<file path="config.mk">
export PLATFORM = sky130hd
export DESIGN_NAME = sorted_list_table_unit
export DESIGN_NICKNAME = d
export VERILOG_FILES = /design/src/slt_pkg.sv /design/src/sorted_list_table_unit.sv /design/src/slt_ctrl.sv /design/src/slt_datapath.sv
export VERILOG_INCLUDE_DIRS = /design/src /design/src/src
export SDC_FILE = /design/constraint.sdc
export NUM_CORES = 2
export LEC_CHECK = 0
export BUFFER_PORTS_ARGS = -buffer_cell sky130_fd_sc_hd__buf_2
export CAP_MARGIN = 0
export CORE_MARGIN = 10
export CORE_UTILIZATION = 42
export CTS_BUF_LIST = sky130_fd_sc_hd__clkbuf_8
export DETAILED_ROUTE_END_ITERATION = 8
export PLACE_DENSITY_LB_ADDON = 0.3
export RECOVER_POWER = 100
export SLEW_MARGIN = 20
export SYNTH_ARGS = -nofsm -noshare
export SYNTH_HDL_FRONTEND = slang
export SYNTH_SLANG_ARGS = --single-unit
</file>
<file path="constraint.sdc">
create_clock -name clk -period 7.1 [get_ports clk]
set_input_delay 1.775 -clock clk [delete_from_list [all_inputs] [get_ports clk]]
set_output_delay 1.775 -clock clk [all_outputs]
set_load 0.005 [all_outputs]
</file>
<file path="src/sorted_list_table_unit_assert.svh">
`ifndef SORTED_LIST_TABLE_UNIT_ASSERT_SVH
`define SORTED_LIST_TABLE_UNIT_ASSERT_SVH

// clocked property, quiet during reset
`define SLT_ASSERT(lbl, prop, msg) \
  lbl: assert property (@(posedge clk) disable iff (rst) (prop)) else $error(msg);

// implication that must hold from one edge to the next
`define SLT_ASSERT_NEXT(lbl, cond, prop, msg) \
  lbl: assert property (@(posedge clk) disable iff (rst) (cond) |=> (prop)) else $error(msg);

`endif

</file>
<file path="src/slt_pkg.sv">
`default_nettype none

package slt_pkg;

  localparam int CAPACITY  = 16;
  localparam int KEY_WIDTH = 32;
  localparam int IDX_W     = $clog2(CAPACITY);
  localparam int CNT_W     = $clog2(CAPACITY + 1);

  localparam int KEY_FIELD_W   = 32;
  localparam int POS_FIELD_W   = 4;
  localparam int ACT_FIELD_W   = 2;
  localparam int STAT_FIELD_W  = 2;
  localparam int COUNT_FIELD_W = 5;
  localparam int IN_TDATA_W    = 40;
  localparam int OUT_TDATA_W   = 40;

  typedef logic [KEY_WIDTH-1:0] key_t;
  typedef logic [CNT_W-1:0]     cnt_t;
  typedef logic [IDX_W-1:0]     idx_t;

  typedef enum logic [ACT_FIELD_W-1:0] {
    ACT_INSERT = 2'd0,
    ACT_REMOVE = 2'd1,
    ACT_READ   = 2'd2,
    ACT_NONE   = 2'd3
  } action_t;

  typedef enum logic [STAT_FIELD_W-1:0] {
    ST_OK        = 2'd0,
    ST_NOT_FOUND = 2'd1,
    ST_FULL      = 2'd2,
    ST_RANGE     = 2'd3
  } status_t;

  // controller to datapath
  typedef struct packed {
    logic load;
    logic exec;
  } slt_cmd_t;

  // datapath to controller
  typedef struct packed {
    logic out_busy;
  } slt_stat_t;

endpackage

`default_nettype wire

</file>
<file path="src/sorted_list_table_unit.sv">
// sorted key table: keeps up to 16 unsigned 32-bit keys in ascending order
//
// input stream (s_*): one operation per transfer; s_tuser carries the action
// (insert, remove first equal key, read at position), s_tdata the key and the
// read position. output stream (m_*): exactly one result per operation, with
// the read key and entry count in m_tdata and the status in m_tuser.
//
// timing: an accepted operation is first captured in the operation registers
// (action, key, position); the key table and the result register are updated
// together afterwards, once the result register is free, and m_tvalid rises
// with that update. a new operation is taken only after the previous one has
// updated the table; all compares and the entry shift happen in that update.
//
// reset clears the entry count and empties the result register; key storage
// holds nothing readable until filled. if the receiver stalls, the result
// waits in the output register; one more operation is still accepted and then
// held until the register frees up.
`default_nettype none

module sorted_list_table_unit
  import slt_pkg::*;
(
  input  wire logic                   clk,
  input  wire logic                   rst,
  input  wire logic                   s_tvalid,
  output logic                        s_tready,
  input  wire logic [IN_TDATA_W-1:0]  s_tdata,   // key_value[31:0], position[35:32]
  input  wire logic [ACT_FIELD_W-1:0] s_tuser,   // action[1:0]
  output logic                        m_tvalid,
  input  wire logic                   m_tready,
  output logic [OUT_TDATA_W-1:0]      m_tdata,   // read_key[31:0], entry_count[36:32]
  output logic [STAT_FIELD_W-1:0]     m_tuser    // status[1:0]
);

  slt_cmd_t                   cmd;
  slt_stat_t                  stat;
  logic [KEY_FIELD_W-1:0]     read_key;
  logic [COUNT_FIELD_W-1:0]   entry_count;

  slt_ctrl u_ctrl (
    .clk      (clk),
    .rst      (rst),
    .s_tvalid (s_tvalid),
    .s_tready (s_tready),
    .stat     (stat),
    .cmd      (cmd)
  );

  slt_datapath u_datapath (
    .clk          (clk),
    .rst          (rst),
    .cmd          (cmd),
    .stat         (stat),
    .in_action    (s_tuser),
    .in_key_value (s_tdata[KEY_FIELD_W-1:0]),
    .in_position  (s_tdata[KEY_FIELD_W +: POS_FIELD_W]),
    .read_key     (read_key),
    .entry_count  (entry_count),
    .status       (m_tuser),
    .out_valid    (m_tvalid),
    .out_ready    (m_tready)
  );

  assign m_tdata = {{(OUT_TDATA_W - KEY_FIELD_W - COUNT_FIELD_W){1'b0}}, entry_count, read_key};

endmodule

`default_nettype wire

</file>
<file path="src/slt_ctrl.sv">
`default_nettype none

module slt_ctrl
  import slt_pkg::*;
(
  input  wire logic      clk,
  input  wire logic      rst,
  input  wire logic      s_tvalid,
  output logic           s_tready,
  input  wire slt_stat_t stat,
  output slt_cmd_t       cmd
);

  typedef enum logic {
    IDLE,
    EXEC
  } state_t;

  state_t state;

  always_comb begin
    cmd.load = s_tvalid && s_tready;
    cmd.exec = (state == EXEC) && !stat.out_busy;
  end

  always_ff @(posedge clk) begin
    if (rst) begin
      state    <= IDLE;
      s_tready <= 1'b1;
    end else begin
      unique case (state)
        IDLE: begin
          if (cmd.load) begin
            state    <= EXEC;
            s_tready <= 1'b0;
          end
        end
        EXEC: begin
          // wait here while the previous result is still stalled
          if (cmd.exec) begin
            state    <= IDLE;
            s_tready <= 1'b1;
          end
        end
        default: begin
          state    <= IDLE;
          s_tready <= 1'b1;
        end
      endcase
    end
  end

endmodule

`default_nettype wire

</file>
<file path="src/slt_datapath.sv">
`default_nettype none

`include "sorted_list_table_unit_assert.svh"

module slt_datapath
  import slt_pkg::*;
(
  input  wire logic                     clk,
  input  wire logic                     rst,
  input  wire slt_cmd_t                 cmd,
  output slt_stat_t                     stat,
  input  wire logic [ACT_FIELD_W-1:0]   in_action,
  input  wire logic [KEY_FIELD_W-1:0]   in_key_value,
  input  wire logic [POS_FIELD_W-1:0]   in_position,
  output logic [KEY_FIELD_W-1:0]        read_key,
  output logic [COUNT_FIELD_W-1:0]      entry_count,
  output logic [STAT_FIELD_W-1:0]       status,
  output logic                          out_valid,
  input  wire logic                     out_ready
);

  action_t act;
  key_t    key;
  idx_t    pos;

  key_t keys [CAPACITY];
  cnt_t count;

  logic [CAPACITY-1:0] lt;
  logic [CAPACITY-1:0] lt_prev;
  logic [CAPACITY-1:0] eq;
  key_t                up   [CAPACITY];
  key_t                down [CAPACITY];
  key_t                keys_next [CAPACITY];
  cnt_t                count_next;
  key_t                rd_next;
  status_t             st_next;
  logic                found;
  logic                full;
  logic                in_range;

  assign stat.out_busy = out_valid && !out_ready;

  // parallel compare against every live entry; sorted order makes lt a prefix
  always_comb begin
    for (int i = 0; i < CAPACITY; i++) begin
      lt[i] = (CNT_W'(i) < count) && (keys[i] < key);
      eq[i] = (CNT_W'(i) < count) && (keys[i] == key);
    end
    lt_prev[0] = 1'b1;
    up[0]      = key;
    for (int i = 1; i < CAPACITY; i++) begin
      lt_prev[i] = lt[i-1];
      up[i]      = keys[i-1];
    end
    for (int i = 0; i < CAPACITY - 1; i++) begin
      down[i] = keys[i+1];
    end
    down[CAPACITY-1] = keys[CAPACITY-1];
  end

  assign found    = |eq;
  assign full     = (count == cnt_t'(CAPACITY));
  assign in_range = ({1'b0, pos} < count);

  always_comb begin
    keys_next  = keys;
    count_next = count;
    rd_next    = '0;
    st_next    = ST_OK;
    unique case (act)
      ACT_INSERT: begin
        if (full) begin
          st_next = ST_FULL;
        end else begin
          for (int i = 0; i < CAPACITY; i++) begin
            if (!lt[i]) begin
              keys_next[i] = lt_prev[i] ? key : up[i];
            end
          end
          count_next = count + 1'b1;
        end
      end
      ACT_REMOVE: begin
        // first equal key sits right after the run of smaller keys
        if (!found) begin
          st_next = ST_NOT_FOUND;
        end else begin
          for (int i = 0; i < CAPACITY; i++) begin
            if (!lt[i]) begin
              keys_next[i] = down[i];
            end
          end
          count_next = count - 1'b1;
        end
      end
      ACT_READ: begin
        if (in_range) begin
          rd_next = keys[pos];
        end else begin
          st_next = ST_RANGE;
        end
      end
      default: begin
      end
    endcase
  end

  always_ff @(posedge clk) begin
    if (cmd.load) begin
      act <= action_t'(in_action);
      key <= in_key_value[KEY_WIDTH-1:0];
      pos <= in_position[IDX_W-1:0];
    end
    if (cmd.exec) begin
      keys        <= keys_next;
      read_key    <= KEY_FIELD_W'(rd_next);
      entry_count <= COUNT_FIELD_W'(count_next);
      status      <= st_next;
    end
  end

  always_ff @(posedge clk) begin
    if (rst) begin
      count     <= '0;
      out_valid <= 1'b0;
    end else begin
      if (cmd.exec) begin
        count     <= count_next;
        out_valid <= 1'b1;
      end else if (out_ready) begin
        out_valid <= 1'b0;
      end
    end
  end

  `SLT_ASSERT(a_count_bound, count <= cnt_t'(CAPACITY), "entry count above capacity")
  `SLT_ASSERT_NEXT(a_insert_grows, cmd.exec && act == ACT_INSERT && !full,
    count == $past(count) + 1'b1, "insert did not add an entry")
  `SLT_ASSERT_NEXT(a_exec_result, cmd.exec, out_valid, "executed item left no result")
  `SLT_ASSERT(a_exec_free, !(cmd.exec && stat.out_busy), "result register overwritten")

endmodule

`default_nettype wire

</file>
* After elaboration in Yosys (flattened, before gate mapping)
Cells that the tools add are included.
Storage, ports and cells: bits in registers 597, output and inout port bits 44, logic and storage cells 246
Cells by class: add/sub/neg operators 2, order comparisons 34, eq/ne operators 53, multiplexer cells 67, bitwise gates (word level) 5, reduce and logical (&&, ||, !) cells 59
Operators with widths (number):
- 32-bit two-way mux | 48
- 512-bit two-way mux | 2
- 512-bit case mux with 2 select lines | 1
- 32-bit equality test | 16
- 32-bit less-than comparator | 16
- 32-bit binary-select mux with 4-bit select | 1
- 6-bit AND reduction | 15
- 2-bit != test, second input constant | 33
- 4-bit by 5-bit less-than comparator with 1-bit output, first input constant | 8
- 1-bit logical AND | 35
- 3-bit by 5-bit less-than comparator with 1-bit output, first input constant | 4
- 16-bit OR reduction | 1
- 1-bit by 5-bit less-than comparator with 1-bit output, first input constant | 2
- 2-bit by 5-bit less-than comparator with 1-bit output, first input constant | 2
- 5-bit two-way mux | 2
- 5-bit case mux with 2 select lines | 1
- 1-bit two-way mux | 7
- 2-bit case mux with 3 select lines | 1
- 5-bit by 1-bit adder with 5-bit output, second input constant | 1
- 5-bit equality test, second input constant | 1
- 5-bit >= comparator, second input constant | 1
- 4-bit by 5-bit less-than comparator with 1-bit output | 1
- 4-bit NOT with 5-bit output | 1
- 5-bit AND reduction | 1
- 11 further kinds | 19

* Depth between registers and ports, before layout
word-level depth 6, gate-level depth with buffers 13

* By module
Synthesis repeated with hierarchy kept, for this count alone.
Second synthesis, totals: cell total of the unflattened synthesis 4075, area total of the unflattened synthesis 44522.7 um2
By module, submodules not included:
- slt_datapath | times used 1, cells each 4062, area an instance 44398.8 um2, sequential area each 17807.1 um2
- slt_ctrl | times used 1, cells each 9, area an instance 97.6 um2, sequential area each 40.0 um2
- sorted_list_table_unit | times used 1, cells each 4, area an instance 26.3 um2, sequential area each 0.0 um2

* Worst setup path before layout
OpenSTA, ideal clock, no wires.
path type register to register, start register u_datapath.key[29], end register u_datapath.keys (netlist bit u_datapath.down[288]) (enable), data arrival time 4.947 ns, required time 6.668 ns, path slack 1.721 ns, stages on the path, launching flop included 12, period minus slack after synthesis 5.379 ns, cells stage by stage edfxtp_1 clkbuf_1 inv_1 ha_1 nand4_1 or4_4 or4_1 o2111ai_2 nor4_2 a211o_1 buf_6 a21oi_1
On the way: longest elaborated chain between the ends 5, elaborated cells between the ends (all ways) 39, those cells by class order compare (1); eq/ne (19); reduce/logical (19)
RTL lines:
- from (decl) | RTL line slt_datapath.sv:23 | key_t key;
- from (signal assigned) | RTL line slt_datapath.sv:112 | key <= in_key_value[KEY_WIDTH-1:0];
- branches (longest 4 deep; another with 32-bit less-than comparator)
- 6-bit AND reduction (no line) *
- to (signal assigned) | RTL line slt_datapath.sv:116 | keys <= keys_next;
- to (decl) | RTL line slt_datapath.sv:26 | key_t keys [CAPACITY];
Every way passes the cells marked *. A chain may end at the register's enable or synchronous reset.

==> insert_results.sql <==
INSERT INTO impl_metrics (metric_group, metric, value, unit) VALUES
('status', 'status', 'finished, violations left', ''),
('status', 'violations_in_the_final_reports', 'capacitance limit, slew limit', ''),
('routing', 'drcViolationCount', '0', ''),
('timing', 'final.period_utilization', '92.3', '%'),
('finish', 'multi_input_gate_area_in_the_final_layout', '0.0247', 'mm^2'),
('timing', 'finalHoldViolations', '0', ''),
('logic_synthesis', 'synthesis.yosys.warnings', '0', ''),
('routing', 'detailroute.wirelength.met3', '19700', 'um'),
('floorplan', 'die_footprint', '0.117', 'mm^2'),
('timing', 'timing.final.crit_period', '6.56', 'ns'),
('routing', 'number_of_vias_after_detailed_routing', '37200', ''),
('logic_synthesis', 'postSynthRegisterBits', '597', ''),
('pwr', 'switching_power', '0.00277', 'W'),
('routing', 'firstDrtPassIters', '8', ''),
('cts', 'postCtsResizedCells', '0', ''),
('cts', 'post_cts_hold_buffer_count', '0', ''),
('critical_path', 'critical_path.endpoint_type', 'register', ''),
('min_path', 'hold_path.startpoint', 'u_ctrl.state', ''),
('critical_path', 'r2r_slack', '0.54', 'ns'),
('timing', 'maxClockFrequency', '153', 'MHz'),
('min_path', 'holdCritPathClass', 'reg2reg', ''),
('critical_path', 'worst_path_required_time', '7.45', 'ns'),
('timing', 'rsz0062_at_grt', 'no', ''),
('timing', 'max_slew.worst_pin.slew', '5.17', 'ns'),
('cts', 'post-cts-setup-buffer-count', '0', ''),
('finish', 'layout.nets', '4662', ''),
('pwr', 'power_per_cell_area', '188', 'mW/mm^2'),
('floorplan', 'fp.dieW', '343', 'um'),
('pwr', 'p_comb_share', '17.3', '%'),
('cts', 'clock_slew_seen_by_the_registers_of_the_worst_setup_and_hold_paths', '0.06', 'ns'),
('placed_design', 'portBuffers', '82', ''),
('pwr', 'seqPwrFrac', '47.3', '%'),
('routing', 'initialDrtViolationCount', '5158', ''),
('routing', 'detailroute.wirelength.met2', '78300', 'um'),
('routing', 'route.layer.met1.wl', '70500', 'um'),
('timing', 'final.setup.tns', '0', 'ns'),
('cts', 'cts_max_path_buffers', '3', ''),
('logic_synthesis', 'edff_count_synth', '589', ''),
('finish', 'post_route_cells_drive_above_1_share', '9.86', '%'),
('cts', 'worst_skew_pair.late_latency', '0.84', 'ns'),
('run', 'maximum_capacitance_violations', '17', ''),
('timing', 'finClkSkew', '0.0537', 'ns'),
('pwr', 'p_leak', '17.8', 'nW'),
('logic_synthesis', 'async_flop_share', '0', '%'),
('critical_path', 'regToRegStartpoint', 'u_datapath.key[1]', ''),
('global_route', 'number_of_global_route_vias_before_repair', '35200', ''),
('cts', 'clock_tree.htree_level_count', '3', ''),
('cts', 'cts.sinks', '597', ''),
('floorplan', 'dieHeight', '343', 'um'),
('timing', 'setup-violations-final', '0', ''),
('floorplan', 'fp.coreArea', '0.103', 'mm^2'),
('logic_synthesis', 'synth_seq_area_share', '40.8', '%'),
('placed_design', 'place.detailed.hpwl', '123000', 'um'),
('global_route', 'grt_antenna_before_repair', '9', ''),
('timing', 'final_max_slew_viol_count', '1213', ''),
('pwr', 'finalPower', '0.00892', 'W'),
('routing', 'maxUsedRoutingLayer', 'met5', ''),
('pwr', 'swShare', '31.0', '%'),
('cts', 'cts.root.buffer_cell', 'sky130_fd_sc_hd__clkbuf_8', ''),
('logic_synthesis', 'synthCells', '4101', ''),
('logic_synthesis', 'synth.cell_area', '0.0437', 'mm^2'),
('routing', 'avgViaCountPerCell', '6.69', ''),
('finish', 'synthToLayoutAreaGrowth', '8.48', '%'),
('min_path', 'timing.hold.worst_path_depth', '2', ''),
('pwr', 'internal-power', '0.00615', 'W'),
('routing', 'antenna_violating_nets_post_route', '0', ''),
('logic_synthesis', 'synthesis.area_per_instance', '10.7', 'um^2'),
('logic_synthesis', 'synth-main-ff-cell', 'sky130_fd_sc_hd__edfxtp_1', ''),
('finish', 'nFillCells', '9692', ''),
('critical_path', 'timing.rr.end', 'u_datapath.down[420]', ''),
('critical_path', 'worstPathMaxFanout', '22', '');
-- synth_stat cells (all sizes together) (138+ instances only) --
| cell | n | area [um^2] |
|---|---|---|
| o211ai | 159 | 1190 |
| mux4 | 160 | 3600 |
| nand2 | 531 | 1990 |
| nor2 | 151 | 567 |
| edfxtp | 589 | 17700 |
| o21ai | 380 | 1900 |
| a21oi | 208 | 1040 |
| ha | 519 | 6490 |
| mux2i | 265 | 2650 |
| nand4 | 138 | 863 |
| clkbuf | 218 | 818 |
| nand3 | 200 | 1000 |
-- power by group through the flow --
stage / sequential [W] / clock [W] / combinational (W)
2_1_floorplan: 0.00417 / 0 / 0.00101
3_3_place_gp: 0.00427 / 0 / 0.00145
3_5_place_dp: 0.00427 / 0 / 0.00148
4_1_cts: 0.00420 / 0.00319 / 0.00149
5_1_grt: 0.00422 / 0.00332 / 0.00167
6_report: 0.00422 / 0.00316 / 0.00154
-- worst max path at each step --
| stage | from | end | slack, ns | cells past startpoint |
|---|---|---|---|---|
| after floorplan | u_datapath.key[29] | u_datapath.down[288] | 1.72 | 11 |
| after global placement | u_datapath.key[27] | u_datapath.down[315] | 1.44 | 11 |
| after detailed placement | u_datapath.key[27] | u_datapath.down[315] | 1.34 | 11 |
| after CTS | u_datapath.key[27] | u_datapath.down[317] | 1.30 | 11 |
| after global routing | u_datapath.key[27] | u_datapath.down[220] | 0.63 | 11 |
| final | u_datapath.key[1] | u_datapath.down[420] | 0.54 | 11 |
-- area by class of cell --
| class | count | area share, % |
|---|---|---|
| repair buffers | 160 | 2.00 |
| flip-flops and latches | 597 | 37.6 |
| clock inverters | 84 | 0.878 |
| multi-input cells | 3160 | 52.1 |
| clock buffers | 111 | 3.22 |
| well taps | 1380 | 3.64 |
| diodes | 6 | 0.0317 |
| inverters | 68 | 0.538 |
-- metal layers --
layer	up-vias	track usage [%]
met4	8	15.0
met3	525	6.08
li1	15900	-
met2	2500	44.8
met1	18200	40.1
met5	-	0
-- per-stage QoR --
stage | instance area [um^2] | setup WS, ns | hold slack [ns] | instances | utilization, %
5_1_grt | 47400 | 0.630 | 0.523 | 5563 | 45.8
3_5_place_dp | 45800 | 1.34 | 0.489 | 5365 | 44.2
4_1_cts | 47700 | 1.30 | 0.487 | 5560 | 46.1
6_report | 47400 | 0.544 | 0.479 | 5566 | 45.8
3_3_place_gp | 45800 | 1.44 | 0.477 | 5362 | 44.2
2_1_floorplan | 43700 | 1.72 | 0.455 | 4103 | -
-- logic make-up after synthesis --
logic type	synth area share, %
AND/OR/NAND/NOR	12.6
AO/OA/AOI/OAI	14.2
buffers and inverters	3.07
XOR/XNOR	0.0572
flip-flops	40.8
other	0.00858
adder cells (fa/ha/maj)	14.9
multiplexers	14.3
-- state kept, by name, indices dropped and copies added (netlist names) --
signal / count
u_datapath.act: 2
u_datapath.out_valid: 1
u_datapath.read_key: 32
u_datapath.count: 5
u_datapath.key: 32
u_datapath.pos: 4
u_datapath.keys: 32
u_datapath.entry_count: 5
u_ctrl.s_tready: 1
u_ctrl.state: 1
u_datapath.status: 2
u_datapath.down: 480
-- critical path, stage by stage, from the launching register on --
cell                       delay (ns)
sky130_fd_sc_hd__edfxtp_1        0.61
sky130_fd_sc_hd__inv_1           0.71
sky130_fd_sc_hd__ha_1            0.38
sky130_fd_sc_hd__nor2b_1         0.14
sky130_fd_sc_hd__o21a_1          0.16
sky130_fd_sc_hd__o21a_1          0.18
sky130_fd_sc_hd__o21ai_0         0.76
sky130_fd_sc_hd__a31oi_1         0.34
sky130_fd_sc_hd__and4b_1         1.20
sky130_fd_sc_hd__clkbuf_2        1.11
sky130_fd_sc_hd__mux2i_1         0.27
sky130_fd_sc_hd__o21ai_0         0.13
Power figures use the tool's default switching activity.
